### config.mk
export PLATFORM = sky130hd
export DESIGN_NAME = qpsl_lane
export DESIGN_NICKNAME = d
export VERILOG_FILES = /design/src/hw/rtl/qpsl_pkg.sv /design/src/hw/rtl/qpsl_div.sv /design/src/hw/rtl/qpsl_lane.sv
export SDC_FILE = /design/constraint.sdc
export NUM_CORES = 2
export LEC_CHECK = 0
export ABC_AREA = 1
export BUFFER_PORTS_ARGS = -buffer_cell sky130_fd_sc_hd__buf_2
export CAP_MARGIN = 20
export CELL_PAD_IN_SITES_DETAIL_PLACEMENT = 1
export CELL_PAD_IN_SITES_GLOBAL_PLACEMENT = 2
export CORE_AREA = 2 2 399 480
export DETAILED_ROUTE_END_ITERATION = 12
export DIE_AREA = 0 0 401 482
export GPL_TIMING_DRIVEN = 1
export PLACE_DENSITY = 0.88
export SYNTH_ARGS = -nofsm -noshare
export SYNTH_HDL_FRONTEND = slang
export SYNTH_SLANG_ARGS = --single-unit
### constraint.sdc
create_clock -name clk -period 13.7 [get_ports clk]
set_input_delay 2.74 -clock clk [delete_from_list [all_inputs] [get_ports clk]]
set_output_delay 2.74 -clock clk [all_outputs]
set_load 0.02 [all_outputs]
### src/hw/rtl/qpsl_pkg.sv
`timescale 1ns / 1ps
`default_nettype none
package qpsl_pkg;

  localparam int CHANNELS = 4;
  localparam int TIMER_W  = 32;
  localparam int SKEW_W   = 12;
  localparam int LEVEL_W  = 10;
  localparam int TICKS_W  = 8;
  localparam int STEP_W   = 29;
  localparam int CFG_IDX_W = 2;

  localparam logic [SKEW_W-1:0]  SKEW_CURVE  = 12'd130;
  localparam logic [SKEW_W-1:0]  SKEW_CUBIC  = 12'd90;
  localparam logic [SKEW_W-1:0]  SKEW_QUAD   = 12'd55;
  localparam logic [SKEW_W-1:0]  SKEW_TRIG   = 12'd30;
  localparam logic [SKEW_W-1:0]  SKEW_MID_LO = 12'd1975;
  localparam logic [SKEW_W-1:0]  SKEW_MID_HI = 12'd2125;
  localparam logic [SKEW_W-1:0]  SKEW_HIGH   = 12'd4000;
  localparam logic [LEVEL_W-1:0] LEVEL_TOP   = 10'd1023;
  localparam logic [TIMER_W-1:0] OFFSET_MARGIN = 32'd20;
  localparam logic [TIMER_W-1:0] PING_JITTER   = 32'd10;
  localparam logic [TIMER_W-1:0] PERIOD_RESET  = 32'd100;

  typedef enum logic [CFG_IDX_W-1:0] {
    REG_DRIFT = 2'd0,
    REG_HOLD  = 2'd1,
    REG_TRACK = 2'd2,
    REG_TRIG  = 2'd3
  } reg_idx_t;

  typedef enum logic [1:0] {
    PH_WAIT = 2'd0,
    PH_RISE = 2'd1,
    PH_FALL = 2'd2,
    PH_SPARE = 2'd3
  } phase_t;

  typedef enum logic [1:0] {
    RUN_STOP  = 2'd0,
    RUN_ARMED = 2'd1,
    RUN_GO    = 2'd2,
    RUN_SPARE = 2'd3
  } run_t;

  typedef struct packed {
    logic [11:0] drift_threshold;
    logic [15:0] hold_clear_ticks;
    logic [11:0] skew_track_ticks;
    logic [7:0]  trig_width;
  } cfg_t;

  typedef struct packed {
    logic               start;
    logic               ack;
    logic [TICKS_W-1:0] ticks;
    logic               tap;
    logic               ping;
    logic               jack;
    logic [SKEW_W-1:0]  skew;
  } lane_ctl_t;

  typedef struct packed {
    logic               done;
    logic               led;
    logic [LEVEL_W-1:0] level;
  } lane_stat_t;

endpackage
`default_nettype wire

### src/hw/rtl/qpsl_div.sv
`timescale 1ns / 1ps
`default_nettype none
// 2^28 / divisor, one quotient bit per cycle, zero divides as one
module qpsl_div (
  input  logic        clk,
  input  logic        rst,
  input  logic        start,
  input  logic [31:0] divisor,
  output logic        done,
  output logic [qpsl_pkg::STEP_W-1:0] quotient
);
  localparam int CNT_W = $clog2(qpsl_pkg::STEP_W + 1);

  logic [31:0]      den;
  logic [31:0]      rem;
  logic [CNT_W-1:0] cnt;
  logic [32:0]      rem_sh;
  logic             ge;

  assign rem_sh = {rem, (cnt == CNT_W'(qpsl_pkg::STEP_W))};
  assign ge     = rem_sh >= {1'b0, den};

  always_ff @(posedge clk) begin
    if (rst) begin
      cnt  <= '0;
      done <= 1'b0;
    end else begin
      done <= 1'b0;
      if (start) begin
        den      <= (divisor == 32'd0) ? 32'd1 : divisor;
        rem      <= '0;
        quotient <= '0;
        cnt      <= CNT_W'(qpsl_pkg::STEP_W);
      end else if (cnt != '0) begin
        rem      <= ge ? 32'(rem_sh - {1'b0, den}) : rem_sh[31:0];
        quotient <= {quotient[qpsl_pkg::STEP_W-2:0], ge};
        cnt      <= cnt - 1'b1;
        done     <= (cnt == CNT_W'(1));
      end
    end
  end
endmodule
`default_nettype wire

### src/hw/rtl/qpsl_lane.sv
`timescale 1ns / 1ps
`default_nettype none
module qpsl_lane (
  input  logic                 clk,
  input  logic                 rst,
  input  qpsl_pkg::lane_ctl_t  ctl,
  input  qpsl_pkg::cfg_t       cfg,
  output qpsl_pkg::lane_stat_t stat
);
  typedef enum logic [3:0] {
    S_IDLE, S_PASS, S_MUL, S_LEN, S_DIVR, S_DIVF,
    S_ENV0, S_ENVM, S_ENV1, S_SHAPE, S_SQ, S_DONE
  } state_t;

  state_t state;

  logic [31:0] ping_timer, reset_timer, tap_timer, flash_timer, period_ticks, reset_offset;
  qpsl_pkg::run_t   run_mode;
  qpsl_pkg::phase_t phase;
  logic tap_prev, ping_prev, reset_prev, led_on, rearm, restart_pending;
  logic [11:0] skew_value, skew_hold_count;
  logic [31:0] fall_len, accumulator, since_restart;
  logic [qpsl_pkg::STEP_W-1:0] rise_step, fall_step;
  logic [7:0]  shape_select;
  logic [9:0]  level_hold, lvl;
  logic [1:0]  sq_idx;

  // latched item
  logic [7:0]  ticks;
  logic        tap, ping, jack;
  logic [11:0] skew_in;

  logic [43:0] rise_prod;
  logic [36:0] env_prod;
  logic        need_rc;

  // pass results
  logic [31:0] p_ping, p_rt, p_tap, p_flash, p_period, p_off, p_d;
  qpsl_pkg::run_t p_run;
  logic p_tprev, p_pprev, p_rprev, p_led, p_rearm, p_restart, p_chg, p_rc;
  logic [11:0] p_skew, p_hold, p_sd;

  // recompute / envelope helpers
  logic [31:0] rl;
  logic [13:0] low_lim;
  logic        div_start, div_done;
  logic [31:0] div_den;
  logic [qpsl_pkg::STEP_W-1:0] div_q;
  logic [37:0] amt;
  logic [31:0] acc_dn;
  logic [13:0] lvl_dn;
  logic [19:0] sq;
  logic [7:0]  shape_pick;

  always_comb begin
    p_ping = ping_timer; p_rt = reset_timer; p_tap = tap_timer; p_flash = flash_timer;
    p_period = period_ticks; p_off = reset_offset; p_run = run_mode;
    p_tprev = tap_prev; p_pprev = ping_prev; p_rprev = reset_prev; p_led = led_on;
    p_rearm = rearm; p_restart = restart_pending; p_chg = 1'b0; p_rc = 1'b0;
    p_skew = skew_value; p_hold = skew_hold_count; p_d = '0; p_sd = '0;

    if (tap) begin
      if (!p_tprev) begin
        if (p_run == qpsl_pkg::RUN_ARMED) p_run = qpsl_pkg::RUN_GO;
        else if (p_run == qpsl_pkg::RUN_STOP) p_run = qpsl_pkg::RUN_ARMED;
        p_led = 1'b1; p_tprev = 1'b1; p_period = p_tap; p_tap = '0;
        p_flash = '0; p_rt = '0; p_rearm = 1'b1; p_chg = 1'b1;
      end
      if (p_tap > {16'd0, cfg.hold_clear_ticks}) begin
        if (p_run != qpsl_pkg::RUN_STOP) p_led = 1'b0;
        p_run = qpsl_pkg::RUN_STOP;
      end
    end else if (p_tprev) begin
      p_tprev = 1'b0; p_led = 1'b0;
    end

    if (ping) begin
      if (!p_pprev) begin
        p_run = qpsl_pkg::RUN_GO; p_led = 1'b1; p_pprev = 1'b1;
        p_d = (p_ping > p_period) ? p_ping - p_period : p_period - p_ping;
        if (p_d > qpsl_pkg::PING_JITTER) begin
          p_period = p_ping; p_chg = 1'b1;
        end
        p_ping = '0; p_flash = '0; p_rt = '0; p_rearm = 1'b1;
      end
    end else if (p_pprev) begin
      p_pprev = 1'b0; p_led = 1'b0;
    end

    if (p_run == qpsl_pkg::RUN_GO) begin
      if (p_led && p_flash >= (p_period >> 1)) p_led = 1'b0;
      if (p_flash >= p_period) begin
        p_flash = p_flash - p_period; p_rt = p_flash; p_led = 1'b1; p_rearm = 1'b1;
      end
    end

    if (p_chg) begin
      p_rt = '0;
      if ({1'b0, p_off} + {1'b0, qpsl_pkg::OFFSET_MARGIN} >= {1'b0, p_period}) p_off = '0;
      p_rearm = 1'b1; p_rc = 1'b1;
    end

    if (jack) begin
      if (!p_rprev) begin
        p_off = p_rt;
        if ({1'b0, p_off} + {1'b0, qpsl_pkg::OFFSET_MARGIN} >= {1'b0, p_period}) p_off = '0;
        p_restart = 1'b1; p_rprev = 1'b1; p_rearm = 1'b0;
      end else if (phase != qpsl_pkg::PH_WAIT) begin
        p_rearm = 1'b0;
      end
    end else begin
      p_rprev = 1'b0;
    end

    if (p_rearm && p_rt > p_off) begin
      if (p_hold == '0 || phase == qpsl_pkg::PH_WAIT) p_restart = 1'b1;
      p_rearm = 1'b0;
    end

    p_sd = (p_skew > skew_in) ? p_skew - skew_in : skew_in - p_skew;
    if (p_sd > cfg.drift_threshold) begin
      p_hold = cfg.skew_track_ticks; p_skew = skew_in; p_rc = 1'b1;
    end else if (p_hold != '0) begin
      p_hold = p_hold - 1'b1;
    end
  end

  // rise length from the skew reading
  assign low_lim = 14'(qpsl_pkg::SKEW_CURVE) + {1'b0, cfg.drift_threshold, 1'b0};
  always_comb begin
    if ({2'b00, skew_value} <= low_lim) rl = 32'd1;
    else if (skew_value > qpsl_pkg::SKEW_HIGH) rl = period_ticks - 32'd1;
    else if (skew_value > qpsl_pkg::SKEW_MID_LO && skew_value < qpsl_pkg::SKEW_MID_HI)
      rl = period_ticks >> 1;
    else rl = rise_prod[43:12];
  end

  assign div_start = (state == S_LEN) || (state == S_DIVR && div_done);
  assign div_den   = (state == S_LEN) ? rl : fall_len;

  qpsl_div u_div (
    .clk(clk), .rst(rst), .start(div_start), .divisor(div_den),
    .done(div_done), .quotient(div_q)
  );

  assign amt    = {6'd0, accumulator} + {1'b0, env_prod};
  assign acc_dn = ({5'd0, accumulator} > env_prod) ? 32'({5'd0, accumulator} - env_prod) : '0;
  assign lvl_dn = acc_dn[31:18];
  assign sq     = lvl * lvl;
  assign shape_pick = (skew_value <= qpsl_pkg::SKEW_CURVE) ?
                      ((skew_value <= qpsl_pkg::SKEW_TRIG) ? 8'd1 : skew_value[7:0]) : 8'd0;

  assign stat.done  = (state == S_DONE);
  assign stat.led   = led_on;
  assign stat.level = level_hold;

  always_ff @(posedge clk) begin
    if (rst) begin
      state <= S_IDLE;
      ping_timer <= '0; reset_timer <= '0; tap_timer <= '0; flash_timer <= '0;
      period_ticks <= qpsl_pkg::PERIOD_RESET; reset_offset <= '0;
      run_mode <= qpsl_pkg::RUN_STOP; phase <= qpsl_pkg::PH_WAIT;
      tap_prev <= 1'b0; ping_prev <= 1'b0; reset_prev <= 1'b0; led_on <= 1'b0;
      rearm <= 1'b0; restart_pending <= 1'b0;
      skew_value <= '0; skew_hold_count <= '0;
      fall_len <= '0; rise_step <= '0; fall_step <= '0;
      accumulator <= '0; shape_select <= '0; since_restart <= '0; level_hold <= '0;
      need_rc <= 1'b0; sq_idx <= '0; lvl <= '0;
    end else begin
      unique case (state)
        S_IDLE: begin
          if (ctl.start) begin
            ticks <= ctl.ticks; tap <= ctl.tap; ping <= ctl.ping; jack <= ctl.jack;
            skew_in <= ctl.skew;
            ping_timer  <= ping_timer  + {24'd0, ctl.ticks};
            reset_timer <= reset_timer + {24'd0, ctl.ticks};
            tap_timer   <= tap_timer   + {24'd0, ctl.ticks};
            flash_timer <= flash_timer + {24'd0, ctl.ticks};
            state <= S_PASS;
          end
        end
        S_PASS: begin
          ping_timer <= p_ping; reset_timer <= p_rt; tap_timer <= p_tap;
          flash_timer <= p_flash; period_ticks <= p_period; reset_offset <= p_off;
          run_mode <= p_run; tap_prev <= p_tprev; ping_prev <= p_pprev;
          reset_prev <= p_rprev; led_on <= p_led; rearm <= p_rearm;
          restart_pending <= p_restart; skew_value <= p_skew; skew_hold_count <= p_hold;
          need_rc <= p_rc;
          state <= S_MUL;
        end
        S_MUL: begin
          rise_prod <= skew_value * period_ticks;
          if (need_rc) state <= S_LEN;
          else state <= (ticks != '0) ? S_ENV0 : S_DONE;
        end
        S_LEN: begin
          fall_len <= period_ticks - rl;
          state <= S_DIVR;
        end
        S_DIVR: begin
          if (div_done) begin
            rise_step <= div_q;
            state <= S_DIVF;
          end
        end
        S_DIVF: begin
          if (div_done) begin
            fall_step <= div_q;
            state <= (ticks != '0) ? S_ENV0 : S_DONE;
          end
        end
        S_ENV0: begin
          if (restart_pending) begin
            restart_pending <= 1'b0;
            phase <= qpsl_pkg::PH_RISE;
            shape_select <= shape_pick;
            accumulator <= '0;
            since_restart <= 32'd1;
          end else begin
            since_restart <= since_restart + 32'd1;
          end
          state <= S_ENVM;
        end
        S_ENVM: begin
          env_prod <= ((phase == qpsl_pkg::PH_RISE) ? rise_step : fall_step) * ticks;
          state <= S_ENV1;
        end
        S_ENV1: begin
          case (phase)
            qpsl_pkg::PH_RISE: begin
              if (amt[37:18] >= 20'(qpsl_pkg::LEVEL_TOP)) begin
                accumulator <= {4'd0, qpsl_pkg::LEVEL_TOP, 18'd0};
                lvl <= qpsl_pkg::LEVEL_TOP;
                phase <= qpsl_pkg::PH_FALL;
              end else begin
                accumulator <= amt[31:0];
                lvl <= amt[27:18];
              end
            end
            qpsl_pkg::PH_FALL: begin
              accumulator <= acc_dn;
              lvl <= lvl_dn[9:0];
              if (lvl_dn == '0 || lvl_dn > 14'(qpsl_pkg::LEVEL_TOP)) begin
                accumulator <= '0;
                lvl <= '0;
                phase <= qpsl_pkg::PH_WAIT;
                if ((jack || skew_hold_count != '0) && (reset_timer >> 1) < period_ticks) begin
                  phase <= qpsl_pkg::PH_RISE;
                  shape_select <= shape_pick;
                  since_restart <= '0;
                end
              end
            end
            default: begin
              phase <= qpsl_pkg::PH_WAIT;
              accumulator <= '0;
              lvl <= '0;
            end
          endcase
          sq_idx <= '0;
          state <= S_SHAPE;
        end
        S_SHAPE: begin
          if (shape_select == 8'd1) begin
            level_hold <= (since_restart < {24'd0, cfg.trig_width}) ? qpsl_pkg::LEVEL_TOP
                                                                     : 10'd1;
            state <= S_DONE;
          end else if (shape_select == 8'd0) begin
            level_hold <= lvl;
            state <= S_DONE;
          end else begin
            state <= S_SQ;
          end
        end
        S_SQ: begin
          // first squaring always, then cubic and quad ranges add one each
          if (sq_idx == 2'd0 ||
              (sq_idx == 2'd1 && {4'd0, shape_select} <= qpsl_pkg::SKEW_CUBIC) ||
              (sq_idx == 2'd2 && {4'd0, shape_select} <= qpsl_pkg::SKEW_QUAD))
            lvl <= sq[19:10];
          sq_idx <= sq_idx + 2'd1;
          if (sq_idx == 2'd3) begin
            level_hold <= lvl;
            state <= S_DONE;
          end
        end
        S_DONE: begin
          if (ctl.ack) state <= S_IDLE;
        end
        default: state <= S_IDLE;
      endcase
    end
  end
endmodule
`default_nettype wire

==> metrics.txt <==
status completed; fmax 0.0798 GHz; Crit-path slowest cell o21ai_0; Ys Warns 0; first-pass GRT wire length 431000 µm; design area 77600 µm²; setup tns final 0 ps; dpl hpwl 222000 µm; Vias 69200; worst flop-to-flop path endpoint rearm$_SDFFE_PP0P_; max reg flops 37; Avg Inst Size Synth 6.97 µm²; cell mode on critical path nand2_1; P_leak 40.0 nW; Post-Syn Instances 10200; Max rail drop VDD 0.000135 V; initial core utilization 0.378; crit path DAT 13170 ps; hold buffers post-CTS 0; Pwr Total 14.3 mW; CTS tree built; RSZ-0062 raised after global routing false; Util after Layout 0.411; core footprint 189000 µm²; worst setup margin 1170 ps; share of layout cells above drive strength 1 0.0514; r2r startpoint tap$_DFFE_PP_; Post-synth EDFFs 185; commonest cells after routing, fill and taps aside nand2_1 (2336), inv_1 (1854), a21oi_1 (836); DIE WIDTH 401 µm; DR WL/cell 21.8 µm; total gr overflow 0; Post-Synth Adder-Cell Area 0.265; Clk Latency, worst-skew pair 740 ps; max-cap viol count 0; Worst Setup SP tap$_DFFE_PP_; synthesized cell area 71300 µm²; # IOs 87; Synthesized Nets 11500; fillers 24100; kind of critical path flop to flop; Max-slew headroom 0.261; Detailed Routing Iterations Pass 1 7; Clock Sinks 606; Synth Area in Compound Gates 0.151; First DRT Iteration DRCs 3589; Tcrit/Tclk final 0.914; Worst Hold Endpoint rise_step[17]$_SDFFE_PP0P_; XOR/XNOR share of the synthesized area 0.0396; area grow syn2layout 8.83%; Reg clk slew, reported paths 60 ps; Post-synth top flop dfxtp_1; largest family of logic cells by synthesized area adder cells; most frequent standard cell in the layout excluding fill and tap cells nand2_1; Fin Hold WS 453 ps; Critical Path Sink Type flop; Final ANT Viol Nets 0; Largest stage delay, worst path 550 ps; Psw 7.78 mW; asr flop ratio synth 0; net switching fraction of the power 0.545; DP Cell Count 12600; Synth cell types 78; Vias/cell 5.43; H-tree depth 3; Slew @ Worst Pin 1100 ps; initial antenna violation count 13; synth top area cells fa_1 (15%), nand2_1 (12%), ha_1 (12%); vias in the first global route 74400; Reg power frac 0.188; root buffer cell clkbuf_16; DRT Wirelength 278000 µm; clk buf depth 3; placed cell area 74800 µm²; largest net degree at the start of global routing 157; top cell type's share of synthesized area 0.146; Final setup viols 0; Logic pwr share 0.656; FF+latch count, synth 606; Startpoint Class flop; I/O Buffers 86; top cell type by total area after synthesis fa_1; pwr/cell area 184 nW/µm²; post-synthesis sequential area ratio 0.196; Placement Rows 175; met1 wire length 111000 µm; CTS buffer count 80; Post-Synth Simple-Gate Area 0.225; WP buf/inv 17; clock skew 59.8 ps; Reg with most FFs env_prod; power share of the clock group 0.156; pre-CTS setup slack -363 ps; cells on worst reg2reg path 76; met3 wire length 10400 µm; Worst R2R Setup Slack 1170 ps; Int Power 6.50 mW; DR top layer met5; required time worst endpoint 14350 ps; Hold/Removal Path Class flop to flop; met2 wire len 141000 µm; crit-path leading delay family simple AND/OR/NAND/NOR gates; Crit Path Max Fanout 43; DRC 0; die area 193000 µm²; Final min period 12530 ps; GPL Wtd Cong 0.982; Final Non-Filler Cells 12700; cell count of the worst hold path 2; nets@finish 11500; hold violation count in the final report 0; HP Start rise_step[17]$_SDFFE_PP0P_; mux cell area share after synthesis 0.00116; Slew Viols, Final 0; total track usage 0.285; die height 482 µm
==> repair_timing <==
item | 4_1_cts | 5_1_grt
setup endpoints to repair | 2 | 2
setup buffers | 0 | 2
resized for setup | 7 | 31
pin swaps | 0 | 0
==> worst max-delay path by stage <==
| stage | to | slack, ps | depth (start not counted) |
|---|---|---|---|
| floorplan | rearm$_SDFFE_PP0P_ | 2820 | 89 |
| global placement | rearm$_SDFFE_PP0P_ | -150 | 76 |
| detailed placement | rearm$_SDFFE_PP0P_ | -360 | 75 |
| CTS | rearm$_SDFFE_PP0P_ | 60 | 73 |
| global route | rearm$_SDFFE_PP0P_ | 5 | 82 |
| finish | rearm$_SDFFE_PP0P_ | 1170 | 76 |
==> cell type report <==
class	count	area, µm²	area share
Clock inverter	41	445	0.00574
Sequential cell	606	14000	0.180
Timing Repair Buffer	270	1870	0.0241
Multi-Input combinational cell	7335	48700	0.628
Inverter	1897	7150	0.0922
Tap cell	2478	3100	0.0400
Antenna cell	1	2.50	0.0000323
Clock buffer	107	2280	0.0294
==> cells by family after synthesis <==
kind of cell | Yosys count
AOI/OAI and AO/OA | 1931
xor gates and xnor gates | 322
adders and majority gates | 1199
buffers and inverters | 2292
DFF | 606
muxes | 8
and+or+nand+nor | 3875
==> metal layers <==
metal | vias to the layer above | global-route usage
li1 | 32700 | -
met1 | 34400 | 0.325
met3 | 572 | 0.0286
met2 | 1489 | 0.526
met5 | - | 0
met4 | 4 | 0.147
==> worst reg2reg max path, delay by kind of cell (launching register included) <==
family	cells	cell delay, ps
and+or+nand+nor	35	4600
AOI/OAI and AO/OA	17	3070
buffers and inverters	17	2620
adders and majority gates	6	1620
DFF	1	380
xor gates and xnor gates	1	170
==> Yosys cell counts, types with 19 or more instances <==
| library cell | number |
|---|---|
| xor2_1 | 242 |
| a211oi_1 | 41 |
| o221ai_1 | 27 |
| buf_2 | 26 |
| nor4_1 | 49 |
| inv_2 | 20 |
| nor2_1 | 714 |
| o21a_1 | 19 |
| ha_1 | 680 |
| o21bai_1 | 31 |
| xnor2_1 | 80 |
| o21ai_1 | 41 |
| a31oi_1 | 68 |
| a21oi_1 | 836 |
| nand4_1 | 137 |
| nand2_1 | 2336 |
| nand3_1 | 420 |
| dfxtp_1 | 421 |
| or2_2 | 26 |
| buf_1 | 26 |
| o21ai_0 | 637 |
| nor3_1 | 114 |
| clkbuf_1 | 337 |
| o211ai_1 | 75 |
| clkinv_1 | 19 |
| a21o_1 | 30 |
| edfxtp_1 | 185 |
| fa_1 | 519 |
| a221oi_1 | 30 |
| inv_1 | 1857 |
==> power groups by stage <==
stage / Sequential, mW / Clock, mW / Combinational, mW
global route: 2.72 / 2.33 / 10.4
detailed placement: 2.71 / 0 / 9.29
finish: 2.68 / 2.23 / 9.36
floorplan: 2.57 / 0 / 6.15
CTS: 2.68 / 2.27 / 9.35
global placement: 2.69 / 0 / 9.06
(Power assumes the default switching activity.)
